[src/rtl/assert_macros.svh]
// Assertion macros shared by the timer bank RTL.
`ifndef ASSERT_MACROS_SVH
`define ASSERT_MACROS_SVH

// Same-cycle implication checked on every rising clock edge outside of reset.
`define ASSERT_IMPL(lbl, clk, rst_n, ante, cons, msg) \
  lbl: assert property (@(posedge clk) disable iff (!rst_n) (ante) |-> (cons)) \
    else $error(msg);

// Implication whose consequence is checked in the cycle after the antecedent.
`define ASSERT_NEXT(lbl, clk, rst_n, ante, cons, msg) \
  lbl: assert property (@(posedge clk) disable iff (!rst_n) (ante) |=> (cons)) \
    else $error(msg);

`endif

[src/rtl/cptb_pkg.sv]
// Types, codes and constants for the cascading prescaled timer bank.
package cptb_pkg;

  localparam int unsigned DivW = 10;

  // Control word bit positions.
  localparam int unsigned CtlCascadeBit = 2;
  localparam int unsigned CtlIrqBit     = 6;
  localparam int unsigned CtlEnableBit  = 7;

  typedef enum logic [2:0] {
    OP_TICK       = 3'd0,
    OP_WR_RELOAD  = 3'd1,
    OP_WR_CONTROL = 3'd2,
    OP_RD_COUNTER = 3'd3,
    OP_RD_CONTROL = 3'd4
  } opcode_e;

  typedef struct packed {
    logic [2:0]  opcode;
    logic [1:0]  timer_index;
    logic [15:0] write_data;
  } in_item_t;

  typedef struct packed {
    logic [15:0] read_data;
    logic [3:0]  irq_mask;
    logic [3:0]  overflow_mask;
  } out_item_t;

  // Divider bits that must be zero for a timer to count at a given prescale.
  function automatic logic [DivW-1:0] prescale_mask(input logic [1:0] sel);
    logic [DivW-1:0] m;
    case (sel)
      2'd0:    m = 10'h000;
      2'd1:    m = 10'h03F;
      2'd2:    m = 10'h0FF;
      default: m = 10'h3FF;
    endcase
    return m;
  endfunction

endpackage

[src/rtl/cptb_bank.sv]
// Timer state, divider and the single-pass update logic for one item.
module cptb_bank import cptb_pkg::*; #(
  parameter int unsigned NUM_TIMERS  = 4,
  parameter int unsigned COUNT_WIDTH = 16
) (
  input  logic      clk_i,
  input  logic      rst_ni,
  input  logic      step_i,
  input  in_item_t  item_i,
  output out_item_t result_o
);

  logic [COUNT_WIDTH-1:0] count_q  [NUM_TIMERS];
  logic [COUNT_WIDTH-1:0] count_d  [NUM_TIMERS];
  logic [COUNT_WIDTH-1:0] reload_q [NUM_TIMERS];
  logic [COUNT_WIDTH-1:0] reload_d [NUM_TIMERS];
  logic [15:0]            ctrl_q   [NUM_TIMERS];
  logic [15:0]            ctrl_d   [NUM_TIMERS];
  logic [DivW-1:0]        div_q, div_d;

  logic [NUM_TIMERS-1:0]  ovf_vec, irq_vec;
  logic [NUM_TIMERS+3:0]  ovf_wide, irq_wide;

  always_comb begin
    logic                   below;
    logic                   counts;
    logic                   hit;
    logic [31:0]            wide_data;
    logic [31:0]            wide_cnt;
    logic [COUNT_WIDTH-1:0] one;

    below     = 1'b0;
    counts    = 1'b0;
    hit       = 1'b0;
    wide_cnt  = '0;
    wide_data = 32'(item_i.write_data);
    one       = {{(COUNT_WIDTH-1){1'b0}}, 1'b1};
    div_d     = div_q;
    ovf_vec   = '0;
    irq_vec   = '0;
    result_o  = '0;

    if (item_i.opcode == OP_TICK) begin
      div_d = div_q + 1'b1;
    end

    for (int i = 0; i < NUM_TIMERS; i++) begin
      count_d[i]  = count_q[i];
      reload_d[i] = reload_q[i];
      ctrl_d[i]   = ctrl_q[i];
      hit         = int'(item_i.timer_index) == i;
      wide_cnt    = 32'(count_q[i]);

      case (item_i.opcode)
        OP_TICK: begin
          // Cascaded timers see the overflow of the timer below on the same tick.
          counts = 1'b0;
          if (ctrl_q[i][CtlEnableBit]) begin
            if (ctrl_q[i][CtlCascadeBit]) begin
              counts = (i != 0) && below;
            end else begin
              counts = (div_d & prescale_mask(ctrl_q[i][1:0])) == '0;
            end
          end
          ovf_vec[i] = counts && (count_q[i] == '1);
          irq_vec[i] = ovf_vec[i] && ctrl_q[i][CtlIrqBit];
          if (ovf_vec[i]) begin
            count_d[i] = reload_q[i];
          end else if (counts) begin
            count_d[i] = count_q[i] + one;
          end
        end
        OP_WR_RELOAD: begin
          if (hit) begin
            reload_d[i] = wide_data[COUNT_WIDTH-1:0];
            if (!ctrl_q[i][CtlEnableBit]) begin
              count_d[i] = wide_data[COUNT_WIDTH-1:0];
            end
          end
        end
        OP_WR_CONTROL: begin
          if (hit) begin
            ctrl_d[i] = item_i.write_data;
            if (!ctrl_q[i][CtlEnableBit] && item_i.write_data[CtlEnableBit]) begin
              count_d[i] = reload_q[i];
            end
          end
        end
        OP_RD_COUNTER: begin
          if (hit) begin
            result_o.read_data = wide_cnt[15:0];
          end
        end
        OP_RD_CONTROL: begin
          if (hit) begin
            result_o.read_data = ctrl_q[i];
          end
        end
        default: ;
      endcase
      below = ovf_vec[i];
    end

    ovf_wide = {4'b0000, ovf_vec};
    irq_wide = {4'b0000, irq_vec};
    result_o.overflow_mask = ovf_wide[3:0];
    result_o.irq_mask      = irq_wide[3:0];
  end

  always_ff @(posedge clk_i or negedge rst_ni) begin
    if (!rst_ni) begin
      div_q <= '0;
      for (int i = 0; i < NUM_TIMERS; i++) begin
        count_q[i]  <= '0;
        reload_q[i] <= '0;
        ctrl_q[i]   <= '0;
      end
    end else if (step_i) begin
      div_q <= div_d;
      for (int i = 0; i < NUM_TIMERS; i++) begin
        count_q[i]  <= count_d[i];
        reload_q[i] <= reload_d[i];
        ctrl_q[i]   <= ctrl_d[i];
      end
    end
  end

endmodule

[src/rtl/cascading_prescaled_timer_bank_top.sv]
// Top level of the cascading prescaled timer bank: input stage, result stage.
// An accepted item passes through the input register, then the bank update into
// the result register; throughput is one item per cycle while results are taken.
// The rate is set by the single pass of the bank update between the two registers.
// Reset (rst_ni low, asynchronous) clears all counters, reloads, control words
// and the divider, and empties both pipeline registers.
module cascading_prescaled_timer_bank_top import cptb_pkg::*; #(
  parameter int unsigned NUM_TIMERS  = 4,
  parameter int unsigned COUNT_WIDTH = 16
) (
  input  logic      clk_i,
  input  logic      rst_ni,
  input  logic      in_valid_i,
  output logic      in_ready_o,
  input  in_item_t  in_item_i,
  output logic      out_valid_o,
  input  logic      out_ready_i,
  output out_item_t out_item_o
);

`include "assert_macros.svh"

  // Input register: holds one item until the bank can process it.
  logic      in_valid_q;
  in_item_t  in_item_q;

  // Result register: holds one result until the consumer takes it.
  logic      out_valid_q;
  out_item_t out_item_q;

  out_item_t bank_result;
  logic      advance;

  // The bank processes the held item whenever the result register is empty
  // or is being emptied in this same cycle. State updates happen only then,
  // so each item sees exactly what the previous one left behind.
  assign advance    = in_valid_q && (!out_valid_q || out_ready_i);

  // A new item may enter whenever the input register is empty or its
  // occupant moves on in this cycle; a result left waiting blocks entry only
  // while the input register is also full.
  assign in_ready_o = !in_valid_q || advance;

  always_ff @(posedge clk_i or negedge rst_ni) begin
    if (!rst_ni) begin
      in_valid_q <= 1'b0;
    end else if (in_ready_o) begin
      in_valid_q <= in_valid_i;
    end
  end

  always_ff @(posedge clk_i) begin
    if (in_ready_o && in_valid_i) begin
      in_item_q <= in_item_i;
    end
  end

  cptb_bank #(
    .NUM_TIMERS  (NUM_TIMERS),
    .COUNT_WIDTH (COUNT_WIDTH)
  ) u_bank (
    .clk_i    (clk_i),
    .rst_ni   (rst_ni),
    .step_i   (advance),
    .item_i   (in_item_q),
    .result_o (bank_result)
  );

  always_ff @(posedge clk_i or negedge rst_ni) begin
    if (!rst_ni) begin
      out_valid_q <= 1'b0;
    end else if (advance) begin
      out_valid_q <= 1'b1;
    end else if (out_ready_i) begin
      out_valid_q <= 1'b0;
    end
  end

  always_ff @(posedge clk_i) begin
    if (advance) begin
      out_item_q <= bank_result;
    end
  end

  assign out_valid_o = out_valid_q;
  assign out_item_o  = out_item_q;

  // An IRQ is only ever reported for a timer that also overflowed.
  `ASSERT_IMPL(a_irq_implies_ovf, clk_i, rst_ni, out_valid_q, (out_item_q.irq_mask & ~out_item_q.overflow_mask) == 4'b0000, "irq bit without overflow")
  // Read data and overflow reports never come from the same item.
  `ASSERT_IMPL(a_read_no_ovf, clk_i, rst_ni, out_valid_q && (out_item_q.read_data != 16'h0000), out_item_q.overflow_mask == 4'b0000, "read result carries overflow")
  // A held item that cannot advance is still held in the next cycle.
  `ASSERT_NEXT(a_hold_input, clk_i, rst_ni, in_valid_q && !advance, in_valid_q, "input item lost while stalled")
  // Every processed item leaves a result in the result register.
  `ASSERT_NEXT(a_advance_result, clk_i, rst_ni, advance, out_valid_q, "processed item gave no result")

endmodule
[config.mk]
export PLATFORM = sky130hd
export DESIGN_NAME = cascading_prescaled_timer_bank_top
export DESIGN_NICKNAME = d
export VERILOG_FILES = /design/src/rtl/cptb_pkg.sv /design/src/rtl/cptb_bank.sv /design/src/rtl/cascading_prescaled_timer_bank_top.sv
export VERILOG_INCLUDE_DIRS = /design/src /design/src/rtl
export SDC_FILE = /design/constraint.sdc
export NUM_CORES = 1
export LEC_CHECK = 0
export BUFFER_PORTS_ARGS = -buffer_cell sky130_fd_sc_hd__buf_2
export CAP_MARGIN = 10
export CORE_MARGIN = 2
export CORE_UTILIZATION = 50
export DETAILED_ROUTE_END_ITERATION = 10
export PLACE_DENSITY = 0.75
export SLEW_MARGIN = 20
export SYNTH_ARGS = -nofsm -noshare
export SYNTH_HDL_FRONTEND = slang
export SYNTH_SLANG_ARGS = --single-unit
[constraint.sdc]
create_clock -name clk_i -period 3.6 [get_ports clk_i]
set_input_delay 0.72 -clock clk_i [delete_from_list [all_inputs] [get_ports clk_i]]
set_output_delay 0.72 -clock clk_i [all_outputs]
set_load 0.1 [all_outputs]
Word-level counts from Yosys, hierarchy flattened:

Index checks and enable logic that the tools add are counted.

* word-level logic and storage cells: 190
* register bits after elaboration: 249
* bits of input ports: 25

* equal/unequal tests: 39
* multiplexer cells: 74
* add/sub/neg operators: 5
* bitwise operators: 4
* reductions and logical operators: 46

Operators by type and width (number)
* 16-bit 2-to-1 mux: 32
* 16-bit one-hot mux with 3 select lines: 4
* 10-bit 2-to-1 mux: 13
* 16-bit one-hot mux with 2 select lines: 4
* 10-bit one-hot mux with 3 select lines: 4
* 16-bit by 1-bit adder with 16-bit output, second input constant: 4
* 16-bit equality test, second input constant: 4
* 10-bit AND: 4
* 10-bit logical NOT: 4
* 7-bit AND reduction: 4
* 2-bit by 1-bit != test with 1-bit output, second input constant: 12
* 3-bit AND reduction: 8
* 1-bit 2-to-1 mux: 17
* 1-bit logical AND: 14
* 2-bit equality test, second input constant: 6
* 3-bit != test, second input constant: 4
* 10-bit by 1-bit adder with 10-bit output, second input constant: 1
* 2-bit by 1-bit equality test with 1-bit output, second input constant: 5
* 2-bit logical NOT: 5
* 2-bit != test, second input constant: 4
* 3-bit by 2-bit equality test with 1-bit output, second input constant: 2
* 1-bit logical NOT: 6
* 3-bit by 1-bit equality test with 1-bit output, second input constant: 1
* 3-bit equality test, second input constant: 1
* 4 further kinds: 5

Longest topological paths before layout:

* depth in word-level cells: 28
* mapped depth: 13
* mapped depth without buffers: 10

Hierarchy:

A second synthesis with hierarchy kept.

* cells, all modules: 1175
* area total of the unflattened synthesis: 12664.6 um^2

Modules (own cells, without submodules)
* cptb_bank: instances 1, area an instance 11209.5 um^2, cells each 1122
* cascading_prescaled_timer_bank_top: instances 1, area an instance 1455.1 um^2, cells each 53

Least setup slack after synthesis:

No wires, ideal clock.

* kind: register to register
* from: register u_bank.div_q[1]
* to: register u_bank.count_q[39] in the netlist's numbering
* required time: 3.471 ns
* path slack: 0.626 ns
* arrival time: 2.845 ns
* stages on the path, launching flop included: 13
* path buffers: 2
* cell sequence: dfrtp_1 > ha_1 > and3_1 > clkbuf_1 > a311o_1 > o211ai_1 > a41oi_1 > a211oi_1 > nand4b_2 > and2_1 > buf_2 > a222oi_1 > o2bb2ai_1

* longest elaborated chain between the ends: 15

Ends and longest elaborated chain
* start: declaration: line cptb_bank.sv:19 `logic [DivW-1:0] div_q, div_d;`
* start signal: assignment: line cptb_bank.sv:119 `div_q <= div_d;`
* 10-bit by 1-bit adder with 10-bit output: line cptb_bank.sv:44 `div_d = div_q + 1'b1;`
* 10-bit 2-to-1 mux (*): line cptb_bank.sv:43 `if (item_i.opcode == OP_TICK) begin`
* 10-bit AND: line cptb_bank.sv:62 `counts = (div_d & prescale_mask(ctrl_q[i][1:0])) == '0;`
* 10-bit logical NOT: line cptb_bank.sv:62
* 1-bit 2-to-1 mux: line cptb_bank.sv:59 `if (ctrl_q[i][CtlCascadeBit]) begin`
* 1-bit 2-to-1 mux: line cptb_bank.sv:58 `if (ctrl_q[i][CtlEnableBit]) begin`
* 1-bit 2-to-1 mux: line cptb_bank.sv:54 `case (item_i.opcode)`
* 1-bit logical AND: line cptb_bank.sv:65 `ovf_vec[i] = counts && (count_q[i] == '1);`
* 1-bit 2-to-1 mux: line cptb_bank.sv:54
* 1-bit 2-to-1 mux (*): line cptb_bank.sv:59
* 1-bit 2-to-1 mux (*): line cptb_bank.sv:58
* 1-bit 2-to-1 mux (*): line cptb_bank.sv:54
* 1-bit logical AND: line cptb_bank.sv:65
* 3-bit != test (no source line) or 16-bit 2-to-1 mux (tied branches)
* 7-bit AND reduction (no source line) or 16-bit one-hot mux with 3 select lines (tied branches)
* end signal: indexed assignment: line cptb_bank.sv:121 `count_q[i] <= count_d[i];`
* end: declaration: line cptb_bank.sv:13 `logic [COUNT_WIDTH-1:0] count_q [NUM_TIMERS];`

Mark *: on every way between the ends. The rest lies on a longest branch, timed or not. The select of a mux whose other input is x is not followed.
A chain may end at the register's enable or synchronous reset.

Worst setup path after layout:

* from: register u_bank.div_q[0]
* to: register u_bank.count_q[37] in the netlist's numbering

The elaborated chain is that of the path after synthesis.

==> out/results.ini <==
[routing]
vias = 10300
drt_pass1_iterations = 6
first_iter_violations = 1252
drc = 0
wirelength_um = 37400
viasPerCell = 6.57
postRouteAntennaNets = 0
wire_per_inst_um = 23.8

[sta]
maxSlewHeadroom_pct = 36.2
tns_ns = 0
hold_viol = 0
tightest_slew_ns = 0.954
final-setup-viol-count = 0
slew_violations = 0
finalHoldWorstSlack_ns = 0.251
min_period_ns = 3.33
fin_skew_ns = 0.0288
fin_ws_ns = 0.270
fin_crit_sh_pct = 92.5
max_freq_mhz = 300
grt_setup_unrepaired = false

[power_and_ir_drop]
seqPwrFrac_pct = 45.1
p_int_w = 0.00646
power_density_nw_per_um2 = 645
switchingPower_w = 0.00317
total_power_w = 0.00963
ir_drop_mv = 0.570
p_comb_share_pct = 23.4
power_switching_share_pct = 32.9
p_leak_nw = 6.21
p_clk_share_pct = 31.6

[synth]
synth_xor_area_share_pct = 3.50
synthTopCellsByArea = dfrtp_1, mux2_2, edfxtp_1
ys_types = 82
syn-instance-count = 1181
synth_fa_ha_area_share_pct = 0.472
ys_warn_count = 0
synth_compound_area_share_pct = 17.4
synth_top_family_by_area = compound AO/OA/AOI/OAI gates
syn_nets = 1211
synthesis.area_um2 = 13300
ys_ff_latch = 249
synth_mux_area_share_pct = 15.0
ys.flop_type = dfrtp_1
synth_top_cell_by_area = dfrtp_1
synthSimpleGateAreaFrac_pct = 11.5
yosys.area.top_type_share_pct = 38.5
synth_edf_count = 45
syn_area_per_cell_um2 = 11.2
ys_seq_area_share_pct = 48.7
synthArstFlopShare_pct = 81.9

[layout]
drive_above_1_share_pct = 24.8
fill_cells = 2171
regArea_um2 = 6460
multiInputGateArea_um2 = 6380
nNetsFinal = 1245
diodes = 0
syn_to_final_growth_pct = 12.6
layout_common_cells = dfrtp_1, mux2_2, nand2_1
mostFrequentLayoutCell = dfrtp_1

[clocking]
clk_pin_slew_ns = 0.06
cts_tree = yes
htree_levels = 1
cts.sinks = 249
root_buffer = clkbuf_16
max-clock-path-buffers = 3
clock_latency_ns = 0.56
numCtsBuffers = 28

[setup_path]
crit_buf_inv = 0
timing.setup.critical_path_class = flop to flop
rrSetupSlack_ns = 0.27
cpLargestDelayFamily = compound AO/OA/AOI/OAI gates
cp-start-kind = flop
path_cells = ha_1 -> and3_1 -> a311o_1 -> o211ai_1 -> a41oi_1 -> a211oi_2 -> nand4b_2 -> and2_1 -> a221o_1 -> a22o_1
crit_arrival_ns = 3.75
worstPathRequired_ns = 4.02
end_kind = flop
critPathMaxStageDelay_ns = 0.46
critPathSlowestCell = dfrtp_1
cp_max_fo = 12

[placed_design]
portBuffers = 50
hpwl_um = 24900
dp_slack_ns = 0.231
place_congestion = 0.913

[flow_run]
maxCapViolations = 0

[global_routing]
grt_pass1_wl_um = 58700
met1_usage_pct = 36.6
first_global_vias = 10100
grt_antenna_before_repair = 0
grt-ovfl-total = 0
top_usage_layer = met2
use_met2_pct = 42.3
track_usage_pct = 26.7
met3_usage_pct = 4.85
grt_start_max_net_pins = 85

[status]
status = completed

[floorplanning]
core_um2 = 26100
io-pin-count = 51
row_count = 59
initial_core_util_pct = 50.9
die_area_um2 = 27800
die_y_um = 167
die_x_um = 167

[hold_path]
min_path_type = input port to async pin

==> repair_timing <==
item	CTS	global route
endpoints found under the hold margin	0	0
setup buffers	0	0
endpoints found under the setup margin	0	14
hold buffers	0	0
gates resized for setup	0	3
==> per-layer routing <==
| layer | share of wire, % | up-vias |
|---|---|---|
| met5 | 0 | - |
| met1 | 42 | 5192 |
| met4 | 4.1 | 0 |
| met3 | 7.8 | 90 |
| met2 | 46 | 448 |
| li1 | - | 4588 |
==> synthesized netlist by cell type, types with 12 or more instances <==
| library cell | n |
|---|---|
| nor2b_1 | 12 |
| o221ai_1 | 21 |
| a21oi_1 | 38 |
| and2_1 | 16 |
| nor2_1 | 57 |
| xor2_1 | 18 |
| o21ai_0 | 37 |
| and3_1 | 26 |
| a222oi_1 | 26 |
| nor3b_1 | 12 |
| mux2_2 | 131 |
| mux2i_1 | 51 |
| xnor2_1 | 35 |
| inv_1 | 12 |
| nand3_1 | 39 |
| dfrtp_1 | 204 |
| edfxtp_1 | 45 |
| clkbuf_1 | 71 |
| nand2_1 | 71 |
| o22a_1 | 16 |
| o21ai_1 | 13 |
| a22oi_1 | 50 |
==> area by class of cell <==
class / count / share of cell area, %
clock inverter: 10 / 0.880
timing repair buffer: 96 / 4.22
multi-input combinational: 827 / 42.7
inverter: 13 / 0.327
tap: 335 / 2.81
sequential: 249 / 43.3
clock buffer: 41 / 5.78
==> metrics by stage <==
| stage | cells | area (um^2) | utilization (%) |
|---|---|---|---|
| after floorplan | 1181 | 13300 | - |
| after global placement | 1520 | 13900 | 53.4 |
| after detailed placement | 1520 | 13900 | 53.4 |
| after CTS | 1571 | 14900 | 57.3 |
| after global routing | 1571 | 14900 | 57.3 |
| final | 1571 | 14900 | 57.3 |
==> kinds of logic after synthesis <==
family          after synthesis
compound gates              299
xor+xnor                     53
fa+ha+maj                     5
buf+inv                     105
flops                       249
mux                         182
simple gates                288
==> final timing paths <==
check	cells past startpoint	endpoint	start
worst max-delay path	10	u_bank.count_q[37]	u_bank.div_q[0]
worst min-delay path	1	u_bank.reload_q[51]	rst_ni
worst max register to register	10	u_bank.count_q[37]	u_bank.div_q[0]
worst min register to register	1	out_valid_o	in_valid_q
max in group asynchronous	2	u_bank.ctrl_q[11]	rst_ni
min in group clk_i	1	in_item_q[18]	in_item_i[18]
==> registers in the layout (all words and copies together), names as in the netlist <==
signal,flops
u_bank.count_q,64
in_valid_q,1
out_valid_o,1
u_bank.ctrl_q,64
u_bank.reload_q,64
out_item_o,24
u_bank.div_q,10
in_item_q,21
==> power groups by stage <==
| stage | Clock (W) | Combinational (W) | Sequential, W |
|---|---|---|---|
| floorplan | 0 | 0.00163 | 0.00422 |
| global route | 0.00319 | 0.00249 | 0.00442 |
| global placement | 0 | 0.00217 | 0.00432 |
| detailed placement | 0 | 0.00223 | 0.00435 |
| finish | 0.00304 | 0.00225 | 0.00434 |
| CTS | 0.00307 | 0.00224 | 0.00431 |
No activity file was read; power rests on OpenSTA's default activity.
